==> src/design/sorted_priority_queue_assert.svh <==
// Assertion macros for the sorted priority queue.
// Included by the top level; no other dependencies.
`ifndef SORTED_PRIORITY_QUEUE_ASSERT_SVH
`define SORTED_PRIORITY_QUEUE_ASSERT_SVH
`ifndef SYNTHESIS
`define SPQ_ASSERT_IMPLIES(label, clock, rst_n, ante, cons) \
	label: assert property (@(posedge clock) disable iff (!rst_n) (ante) |-> (cons)) \
		else $error("sorted_priority_queue: assertion failed");
`define SPQ_ASSERT_NEXT(label, clock, rst_n, ante, cons) \
	label: assert property (@(posedge clock) disable iff (!rst_n) (ante) |=> (cons)) \
		else $error("sorted_priority_queue: assertion failed");
`else
`define SPQ_ASSERT_IMPLIES(label, clock, rst_n, ante, cons)
`define SPQ_ASSERT_NEXT(label, clock, rst_n, ante, cons)
`endif
`endif

==> src/design/spq_pkg.sv <==
// Package of the sorted priority queue: sizes, codes and shared types.
// Used by the interfaces, the cell and the top level.
`default_nettype none

package spq_pkg;

	localparam int DEPTH         = 32;
	localparam int KEY_WIDTH     = 16;
	localparam int PAYLOAD_WIDTH = 32;
	localparam int CNT_W         = $clog2(DEPTH + 1);
	localparam int STATUS_W      = 2;
	localparam int COUNT_OUT_W   = 6;

	localparam logic REQ_INSERT = 1'b0;
	localparam logic REQ_REMOVE = 1'b1;

	typedef enum logic [STATUS_W-1:0] {
		ST_DONE      = 2'd0,
		ST_FULL      = 2'd1,
		ST_NOT_FOUND = 2'd2
	} status_t;

	typedef logic signed [KEY_WIDTH-1:0] key_t;
	typedef logic [PAYLOAD_WIDTH-1:0]    payload_t;
	typedef logic [CNT_W-1:0]            count_t;

	// Contents of one cell of the chain.
	typedef struct packed {
		logic     valid;
		key_t     key;
		payload_t payload;
	} entry_t;

	// Command broadcast to every cell in a cycle.
	typedef struct packed {
		logic     ins;
		logic     rem;
		key_t     key;
		payload_t payload;
	} cmd_t;

endpackage

`default_nettype wire

==> src/design/spq_if.sv <==
// Request and response channel interfaces of the sorted priority queue.
// Depends on spq_pkg.
`default_nettype none

interface spq_req_if import spq_pkg::*; ();
	logic     valid;
	logic     ready;
	logic     req_type;
	key_t     key;
	payload_t payload;

	modport source (output valid, output req_type, output key, output payload, input ready);
	modport sink (input valid, input req_type, input key, input payload, output ready);
endinterface

interface spq_rsp_if import spq_pkg::*; ();
	logic                   valid;
	logic                   ready;
	logic [STATUS_W-1:0]    status;
	logic                   head_valid;
	key_t                   head_key;
	payload_t               head_payload;
	logic [COUNT_OUT_W-1:0] entry_count;

	modport source (output valid, output status, output head_valid, output head_key,
		output head_payload, output entry_count, input ready);
	modport sink (input valid, input status, input head_valid, input head_key,
		input head_payload, input entry_count, output ready);
endinterface

`default_nettype wire

==> src/design/sorted_priority_queue.sv <==
// Sorted priority queue built as a chain of entry cells.
// Depends on spq_pkg, spq_if, spq_cell and sorted_priority_queue_assert.svh.
//
// The queue keeps up to DEPTH entries in ascending signed key order, cell 0
// being the head. Each request beat is applied to all cells together:
// every cell compares its key with the broadcast key and either holds, takes
// the new entry, or takes the entry of its left (insert) or right (remove)
// neighbor. An insert lands after all entries with an equal key, so equal
// keys leave in arrival order; a remove deletes the first entry whose key
// matches. One request beat is accepted per cycle, and its response beat is
// offered in the next cycle; the response holds the status, the head entry
// and the entry count after the request. The response sits in one output
// register, and a new request is taken in the same cycle the pending
// response is taken, so a consumer that is always ready sees one request per
// cycle; a stalled consumer stalls the request side. An insert into a full
// queue is dropped with status full, a remove without a match leaves the
// queue unchanged with status not found. With an empty queue the head fields
// read zero. No clearing pass is needed after reset.
`default_nettype none
`include "sorted_priority_queue_assert.svh"

module sorted_priority_queue import spq_pkg::*; (
	input  wire logic   clk,
	input  wire logic   arst_n,
	spq_req_if.sink     req,
	spq_rsp_if.source   rsp
);

	entry_t             cell_q [DEPTH];
	logic [DEPTH-1:0]   keep_v;
	logic [DEPTH-1:0]   match_v;
	cmd_t               cmd;
	logic               accept;
	logic               found;
	logic               full;
	status_t            status_nxt;
	status_t            status_q;
	logic               out_valid_q;
	count_t             count_q;

	// The chain is always packed from cell 0, so the last cell tells if it is full.
	assign full   = cell_q[DEPTH-1].valid;
	assign found  = |match_v;
	assign accept = req.valid && req.ready;

	// A new request is taken whenever the output register is free or being emptied.
	assign req.ready = !out_valid_q || rsp.ready;

	always_comb begin
		cmd.key     = req.key;
		cmd.payload = req.payload;
		cmd.ins     = accept && (req.req_type == REQ_INSERT) && !full;
		cmd.rem     = accept && (req.req_type == REQ_REMOVE) && found;
		status_nxt  = ST_DONE;
		unique case (req.req_type)
			REQ_INSERT: if (full) status_nxt = ST_FULL;
			REQ_REMOVE: if (!found) status_nxt = ST_NOT_FOUND;
			default:    status_nxt = ST_DONE;
		endcase
	end

	// The chain of cells. Cell 0 sees a left neighbor that always keeps, so an
	// insert ahead of every stored key lands there; the last cell sees an empty
	// right neighbor, so a remove frees it.
	for (genvar i = 0; i < DEPTH; i++) begin : g_cell
		entry_t left_e;
		entry_t right_e;
		logic   left_k;

		if (i == 0) begin : g_first
			assign left_e = '0;
			assign left_k = 1'b1;
		end else begin : g_mid
			assign left_e = cell_q[i-1];
			assign left_k = keep_v[i-1];
		end

		if (i == DEPTH - 1) begin : g_last
			assign right_e = '0;
		end else begin : g_inner
			assign right_e = cell_q[i+1];
		end

		spq_cell u_cell (
			.clk       (clk),
			.arst_n    (arst_n),
			.cmd       (cmd),
			.left      (left_e),
			.left_keep (left_k),
			.right     (right_e),
			.cur       (cell_q[i]),
			.keep      (keep_v[i]),
			.match     (match_v[i])
		);
	end

	// Entry count and the output register. The head fields come straight from
	// cell 0, which cannot change while a response beat waits to be taken.
	always_ff @(posedge clk or negedge arst_n) begin
		if (!arst_n) begin
			out_valid_q <= 1'b0;
			count_q     <= '0;
		end else begin
			if (accept) begin
				out_valid_q <= 1'b1;
			end else if (rsp.ready) begin
				out_valid_q <= 1'b0;
			end
			if (cmd.ins) begin
				count_q <= count_q + count_t'(1);
			end else if (cmd.rem) begin
				count_q <= count_q - count_t'(1);
			end
		end
	end

	always_ff @(posedge clk) begin
		if (accept) begin
			status_q <= status_nxt;
		end
	end

	assign rsp.valid        = out_valid_q;
	assign rsp.status       = status_q;
	assign rsp.head_valid   = cell_q[0].valid;
	assign rsp.head_key     = cell_q[0].valid ? cell_q[0].key : '0;
	assign rsp.head_payload = cell_q[0].valid ? cell_q[0].payload : '0;
	assign rsp.entry_count  = COUNT_OUT_W'(count_q);

	// The count and the valid run of the chain must agree at both ends.
	`SPQ_ASSERT_IMPLIES(a_full_count, clk, arst_n, 1'b1, (full == (count_q == count_t'(DEPTH))))
	`SPQ_ASSERT_IMPLIES(a_head_count, clk, arst_n, 1'b1, (cell_q[0].valid == (count_q != '0)))
	// A waiting response beat must hold off new requests.
	`SPQ_ASSERT_IMPLIES(a_stall, clk, arst_n, (out_valid_q && !rsp.ready), (!req.ready))
	// A successful insert adds exactly one entry.
	`SPQ_ASSERT_NEXT(a_ins_count, clk, arst_n, cmd.ins, (count_q == $past(count_q) + count_t'(1)))

endmodule

`default_nettype wire

==> src/design/spq_cell.sv <==
// One cell of the sorted chain: holds one entry and shifts with its neighbors.
// Depends on spq_pkg.
`default_nettype none

module spq_cell import spq_pkg::*; (
	input  wire logic   clk,
	input  wire logic   arst_n,
	input  wire cmd_t   cmd,
	input  wire entry_t left,
	input  wire logic   left_keep,
	input  wire entry_t right,
	output entry_t      cur,
	output logic        keep,
	output logic        match
);

	logic     valid_q;
	key_t     key_q;
	payload_t payload_q;
	entry_t   nxt;
	logic     shift;

	assign cur   = '{valid: valid_q, key: key_q, payload: payload_q};
	// An entry stays put on insert when its key sorts at or before the new key.
	assign keep  = valid_q && (key_q <= cmd.key);
	assign match = valid_q && (key_q == cmd.key);
	// Sorted order puts every cell from the first match on at a key >= the request.
	assign shift = !valid_q || (key_q >= cmd.key);

	always_comb begin
		nxt = cur;
		if (cmd.ins) begin
			if (!keep) begin
				if (left_keep) begin
					nxt = '{valid: 1'b1, key: cmd.key, payload: cmd.payload};
				end else begin
					nxt = left;
				end
			end
		end else if (cmd.rem && shift) begin
			nxt = right;
		end
	end

	always_ff @(posedge clk or negedge arst_n) begin
		if (!arst_n) begin
			valid_q <= 1'b0;
		end else begin
			valid_q <= nxt.valid;
		end
	end

	always_ff @(posedge clk) begin
		key_q     <= nxt.key;
		payload_q <= nxt.payload;
	end

endmodule

`default_nettype wire
==> src/flat_wrapper.sv <==
// flat-port wrapper written by rule: the top's interface ports become plain ports
module sorted_priority_queue_flat import spq_pkg::*;
  (clk, arst_n, req_valid, req_req_type, req_key, req_payload, req_ready, rsp_valid, rsp_status, rsp_head_valid, rsp_head_key, rsp_head_payload, rsp_entry_count, rsp_ready);
  spq_req_if req_i ();
  spq_rsp_if rsp_i ();
  input  wire logic clk;
  input  wire logic arst_n;
  input wire logic [$bits(req_i.valid)-1:0] req_valid;
  input wire logic [$bits(req_i.req_type)-1:0] req_req_type;
  input wire logic [$bits(req_i.key)-1:0] req_key;
  input wire logic [$bits(req_i.payload)-1:0] req_payload;
  output wire logic [$bits(req_i.ready)-1:0] req_ready;
  output wire logic [$bits(rsp_i.valid)-1:0] rsp_valid;
  output wire logic [$bits(rsp_i.status)-1:0] rsp_status;
  output wire logic [$bits(rsp_i.head_valid)-1:0] rsp_head_valid;
  output wire logic [$bits(rsp_i.head_key)-1:0] rsp_head_key;
  output wire logic [$bits(rsp_i.head_payload)-1:0] rsp_head_payload;
  output wire logic [$bits(rsp_i.entry_count)-1:0] rsp_entry_count;
  input wire logic [$bits(rsp_i.ready)-1:0] rsp_ready;
  assign req_i.valid = req_valid;
  assign req_i.req_type = req_req_type;
  assign req_i.key = req_key;
  assign req_i.payload = req_payload;
  assign req_ready = req_i.ready;
  assign rsp_valid = rsp_i.valid;
  assign rsp_status = rsp_i.status;
  assign rsp_head_valid = rsp_i.head_valid;
  assign rsp_head_key = rsp_i.head_key;
  assign rsp_head_payload = rsp_i.head_payload;
  assign rsp_entry_count = rsp_i.entry_count;
  assign rsp_i.ready = rsp_ready;
  sorted_priority_queue u_core (.clk(clk), .arst_n(arst_n), .req(req_i), .rsp(rsp_i));
endmodule
==> config.mk <==
export PLATFORM = sky130hd
export DESIGN_NAME = sorted_priority_queue_flat
export DESIGN_NICKNAME = d
export VERILOG_FILES = /design/src/design/spq_pkg.sv /design/src/design/spq_if.sv /design/src/design/sorted_priority_queue.sv /design/src/design/spq_cell.sv /design/src/flat_wrapper.sv
export VERILOG_INCLUDE_DIRS = /design/src /design/src/design
export SDC_FILE = /design/constraint.sdc
export NUM_CORES = 2
export LEC_CHECK = 0
export BUFFER_PORTS_ARGS = -buffer_cell sky130_fd_sc_hd__buf_2
export CAP_MARGIN = 30
export CORE_ASPECT_RATIO = 1.5
export CORE_MARGIN = 2
export CORE_UTILIZATION = 40
export CTS_CLUSTER_DIAMETER = 200
export DETAILED_ROUTE_END_ITERATION = 8
export HOLD_SLACK_MARGIN = 0.1
export SETUP_SLACK_MARGIN = 0.5
export SLEW_MARGIN = 20
export SYNTH_ARGS = -nofsm -noshare
export SYNTH_HDL_FRONTEND = slang
export SYNTH_SLANG_ARGS = --single-unit
==> constraint.sdc <==
create_clock -name clk -period 14.43 [get_ports clk]
set_clock_uncertainty 0.05 [all_clocks]
set_input_delay 0.7215 -clock clk [delete_from_list [all_inputs] [get_ports clk]]
set_output_delay 0.7215 -clock clk [all_outputs]
set_load 0.01 [all_outputs]
==> results.sh <==
export IMPL_synthesis_area_um2=93690
export IMPL_die_height_um=596.7
export IMPL_regToRegSetupSlack_ns=8.47
export IMPL_grt_use_total_pct=28.88
export IMPL_yosys_area_top_type="sky130_fd_sc_hd__edfxtp_1"
export IMPL_maxSlewViolCount=0
export IMPL_clk_latency_ns=0.89
export IMPL_route_layer_met1_wl_um=126100
export IMPL_ranking_of_synthesized_cells_by_area="sky130_fd_sc_hd__edfxtp_1, sky130_fd_sc_hd__mux2i_1, sky130_fd_sc_hd__ha_1"
export IMPL_cts_root_buf="sky130_fd_sc_hd__clkbuf_16"
export IMPL_synth_seq_cells=1577
export IMPL_grt_setup_unrepaired="no"
export IMPL_syn_avg_cell_area_um2=10.39
export IMPL_synth_fp_nets=9584
export IMPL_fin_nets=9314
export IMPL_power_density_nw_per_um2=105.8
export IMPL_tritoncts_clock_tree="done"
export IMPL_area_sequential_um2=47170
export IMPL_multi_input_gate_area_um2=43700
export IMPL_hold_class="primary input to register"
export IMPL_core_area_um2=233000
export IMPL_period_utilization_post_route_pct=41.97
export IMPL_hold_viol=0
export IMPL_die_area_um2=238200
export IMPL_routed_wirelength_um=356600
export IMPL_power_total_mw=10.91
export IMPL_layout_commonest_cell="sky130_fd_sc_hd__nand2_1"
export IMPL_route_detailed_vias_per_inst=6.360
export IMPL_routed_wl_met2_um=177800
export IMPL_timing_critical_path_from_type="primary input"
export IMPL_number_of_antenna_violations_at_the_first_check_in_global_routing=10
export IMPL_final_setup_viol_count=0
export IMPL_post_cts_setup_buffer_count=0
export IMPL_detail_route_wl_per_cell_um=29.84
export IMPL_hpwl_after_dpl_um=236600
export IMPL_clk_pin_slew_ns=0.06
export IMPL_drt_drc_violations_left=0
export IMPL_drt_first_pass_iters=8
export IMPL_grt_max_degree=263
export IMPL_timing_slew_headroom_pct=26.06
export IMPL_top_layer_used="met5"
export IMPL_gp_routability_congestion=0.9604
export IMPL_grt_remaining_overflow=0
export IMPL_die_w_um=399.2
export IMPL_cp_buffers_inverters=7
export IMPL_fraction_of_layout_cells_with_a_size_suffix_above_1_pct=7.682
export IMPL_worst_path_max_fanout=262
export IMPL_ctsHtreeMaxLevel=4
export IMPL_worst_slew_pin_transition_ns=1.109
export IMPL_syn_inst=9014
export IMPL_cp_data_required_time_ns=15.00
export IMPL_number_of_i_o_port_buffers=111
export IMPL_min_period_ns=6.056
export IMPL_wl_met3_um=22070
export IMPL_p_leak_nw=40.35
export IMPL_area_growth_pct=10.03
export IMPL_synth_edf_count=1538
export IMPL_postSynth_topFlopCell="sky130_fd_sc_hd__edfxtp_1"
export IMPL_post_synth_arst_share_pct=2.473
export IMPL_placement_rows=217
export IMPL_route_antenna_remaining_nets=0
export IMPL_end_kind="register"
export IMPL_cp_slowest_stage_delay_ns=0.86
export IMPL_yosys_cell_types_count=78
export IMPL_synth_seq_area_share_pct=50.34
export IMPL_wire_length_of_the_first_global_routing_pass_um=510900
export IMPL_floorplan_initialDensity_pct=40.22
export IMPL_top_level_port_count=112
export IMPL_largest_vdd_supply_drop_mv=0.08884
export IMPL_clock_sinks=1577
export IMPL_maxCapViolCount=0
export IMPL_max_freq_mhz=165.1
export IMPL_cts_buffers=173
export IMPL_critical_path_top_delay_family="buffers and inverters"
export IMPL_status="finished, final reports clean"
export IMPL_layout_common_cells="sky130_fd_sc_hd__nand2_1, sky130_fd_sc_hd__edfxtp_1, sky130_fd_sc_hd__mux2i_1"
export IMPL_clock_path_buffers=4
export IMPL_detailroute_via_count=75990
export IMPL_critPathSlowestCell="sky130_fd_sc_hd__buf_4"
export IMPL_cp_arrival_ns=6.63
export IMPL_filler_cell_count=22110
export IMPL_fin_setup_tns_ns=0
export IMPL_via_count_of_the_first_global_routing_pass=76900
export IMPL_crit_type="primary input to register"
export IMPL_synth_top_area_share_pct=49.30
export IMPL_dr_first_iter_drc_count=7968
export IMPL_cp_cell_sequence="dlygate4sd3_1 -> buf_2 -> nand2_1 -> nor3_4 -> inv_8 -> buf_12 -> buf_4 -> buf_4 -> buf_12 -> nand2_1 -> a221oi_1"
export IMPL_yosys_warnings=0
export IMPL_cts_repair_resized=0
kinds of logic (layout without fill, tap and decap cells):
| family | Yosys count | after routing | share of synthesized area (%) |
|---|---|---|---|
| simple gates | 2563 | 2563 | 11.49 |
| compound gates | 2299 | 2299 | 14.87 |
| flops | 1577 | 1577 | 50.34 |
| mux | 1185 | 1185 | 12.68 |
| buf+inv | 868 | 732 | 3.655 |
| fa+ha+maj | 517 | 517 | 6.913 |
| xor+xnor | 5 | 5 | 0.04674 |
| other cells | 0 | 4 | 0 |
cells in the mapped netlist, types with 10 or more instances:
cell type / number
sky130_fd_sc_hd__mux2i_1: 1175
sky130_fd_sc_hd__nor2b_1: 59
sky130_fd_sc_hd__ha_1: 516
sky130_fd_sc_hd__o21a_1: 46
sky130_fd_sc_hd__a211oi_1: 12
sky130_fd_sc_hd__o221ai_1: 148
sky130_fd_sc_hd__and2_1: 52
sky130_fd_sc_hd__a31oi_1: 17
sky130_fd_sc_hd__o21bai_1: 18
sky130_fd_sc_hd__nand2_1: 1554
sky130_fd_sc_hd__nand2b_1: 13
sky130_fd_sc_hd__o31ai_1: 10
sky130_fd_sc_hd__a221oi_1: 148
sky130_fd_sc_hd__buf_4: 13
sky130_fd_sc_hd__dfrtp_1: 39
sky130_fd_sc_hd__clkbuf_1: 645
sky130_fd_sc_hd__buf_2: 76
sky130_fd_sc_hd__o21ai_0: 1035
sky130_fd_sc_hd__nor3_1: 162
sky130_fd_sc_hd__a21o_1: 112
sky130_fd_sc_hd__a21oi_1: 468
sky130_fd_sc_hd__edfxtp_1: 1538
sky130_fd_sc_hd__nor4_1: 27
sky130_fd_sc_hd__inv_1: 95
sky130_fd_sc_hd__nand4_1: 117
sky130_fd_sc_hd__buf_1: 34
sky130_fd_sc_hd__a22oi_1: 13
sky130_fd_sc_hd__o211ai_1: 185
sky130_fd_sc_hd__o2111ai_1: 13
sky130_fd_sc_hd__nand3_1: 72
sky130_fd_sc_hd__nor2_1: 466
registers in the layout (all words and copies together), names as in the netlist:
register and flops:
u_core.g_cell.u_cell.payload_q 1024, u_core.g_cell.u_cell.valid_q 32, u_core.rsp.status 2, u_core.g_cell.u_cell.key_q 512
u_core.rsp.valid 1, u_core.rsp.entry_count 6
per-layer routing:
metal / track usage [%] / up-vias
met4: 21.54 / 2
met1: 31.94 / 37730
met2: 50.26 / 3835
met5: 0 / -
met3: 3.860 / 1293
li1: - / 33130
worst min-delay path, stage by stage:
cell and delay, ns:
sky130_fd_sc_hd__buf_2 0.07, sky130_fd_sc_hd__nand2b_1 0.13, sky130_fd_sc_hd__nand2b_1 0.06
repair_timing:
item / 4_1_cts / 5_1_grt
endpoints found under the setup margin: 0 / 0
endpoints found under the hold margin: 40 / 0
hold buffers: 2 / 0
power breakdown:
group | switching (mW) | internal (mW) | leakage [nW]
Combinational | 0.740 | 0.393 | 23.2
Clock | 1.97 | 2.57 | 2.71
Sequential | 0.124 | 5.12 | 14.5
Total | 2.83 | 8.08 | 40.3
metrics by stage:
step,hold slack [ns],cell area (um^2),setup WS [ns],utilization [%],std cells
floorplan,0.3759,93690,7.094,-,9014
global placement,0.4123,97180,7.226,41.72,11620
detailed placement,0.4244,97460,7.689,41.84,11630
CTS,0.1011,103000,8.575,44.21,11940
global route,0.1573,103100,8.106,44.25,11950
finish,0.1350,103100,8.374,44.25,11950
final timing paths:
| check | start | endpoint | cells past startpoint |
|---|---|---|---|
| max | req_valid | u_core.g_cell[29].u_cell.payload_q[15] | 11 |
| min | rsp_ready | u_core.rsp.valid | 3 |
| max reg2reg | u_core.rsp.valid | u_core.g_cell[29].u_cell.payload_q[15] | 10 |
| min reg2reg | u_core.rsp.entry_count[5] | u_core.rsp.entry_count[5] | 1 |
| max in group asynchronous | arst_n | u_core.g_cell[0].u_cell.valid_q | 3 |
| min in group asynchronous | arst_n | u_core.g_cell[15].u_cell.valid_q | 3 |
layout make-up:
cell class	instances	area share [%]
Sequential cell	1577	45.75
Timing Repair Buffer	326	2.417
Multi-Input combinational cell	6569	42.40
Inverter	97	0.3605
Tap cell	3066	3.721
Antenna cell	4	0.009710
Clock inverter	101	0.9212
Clock buffer	208	4.419
Power figures use the tool's default switching activity.
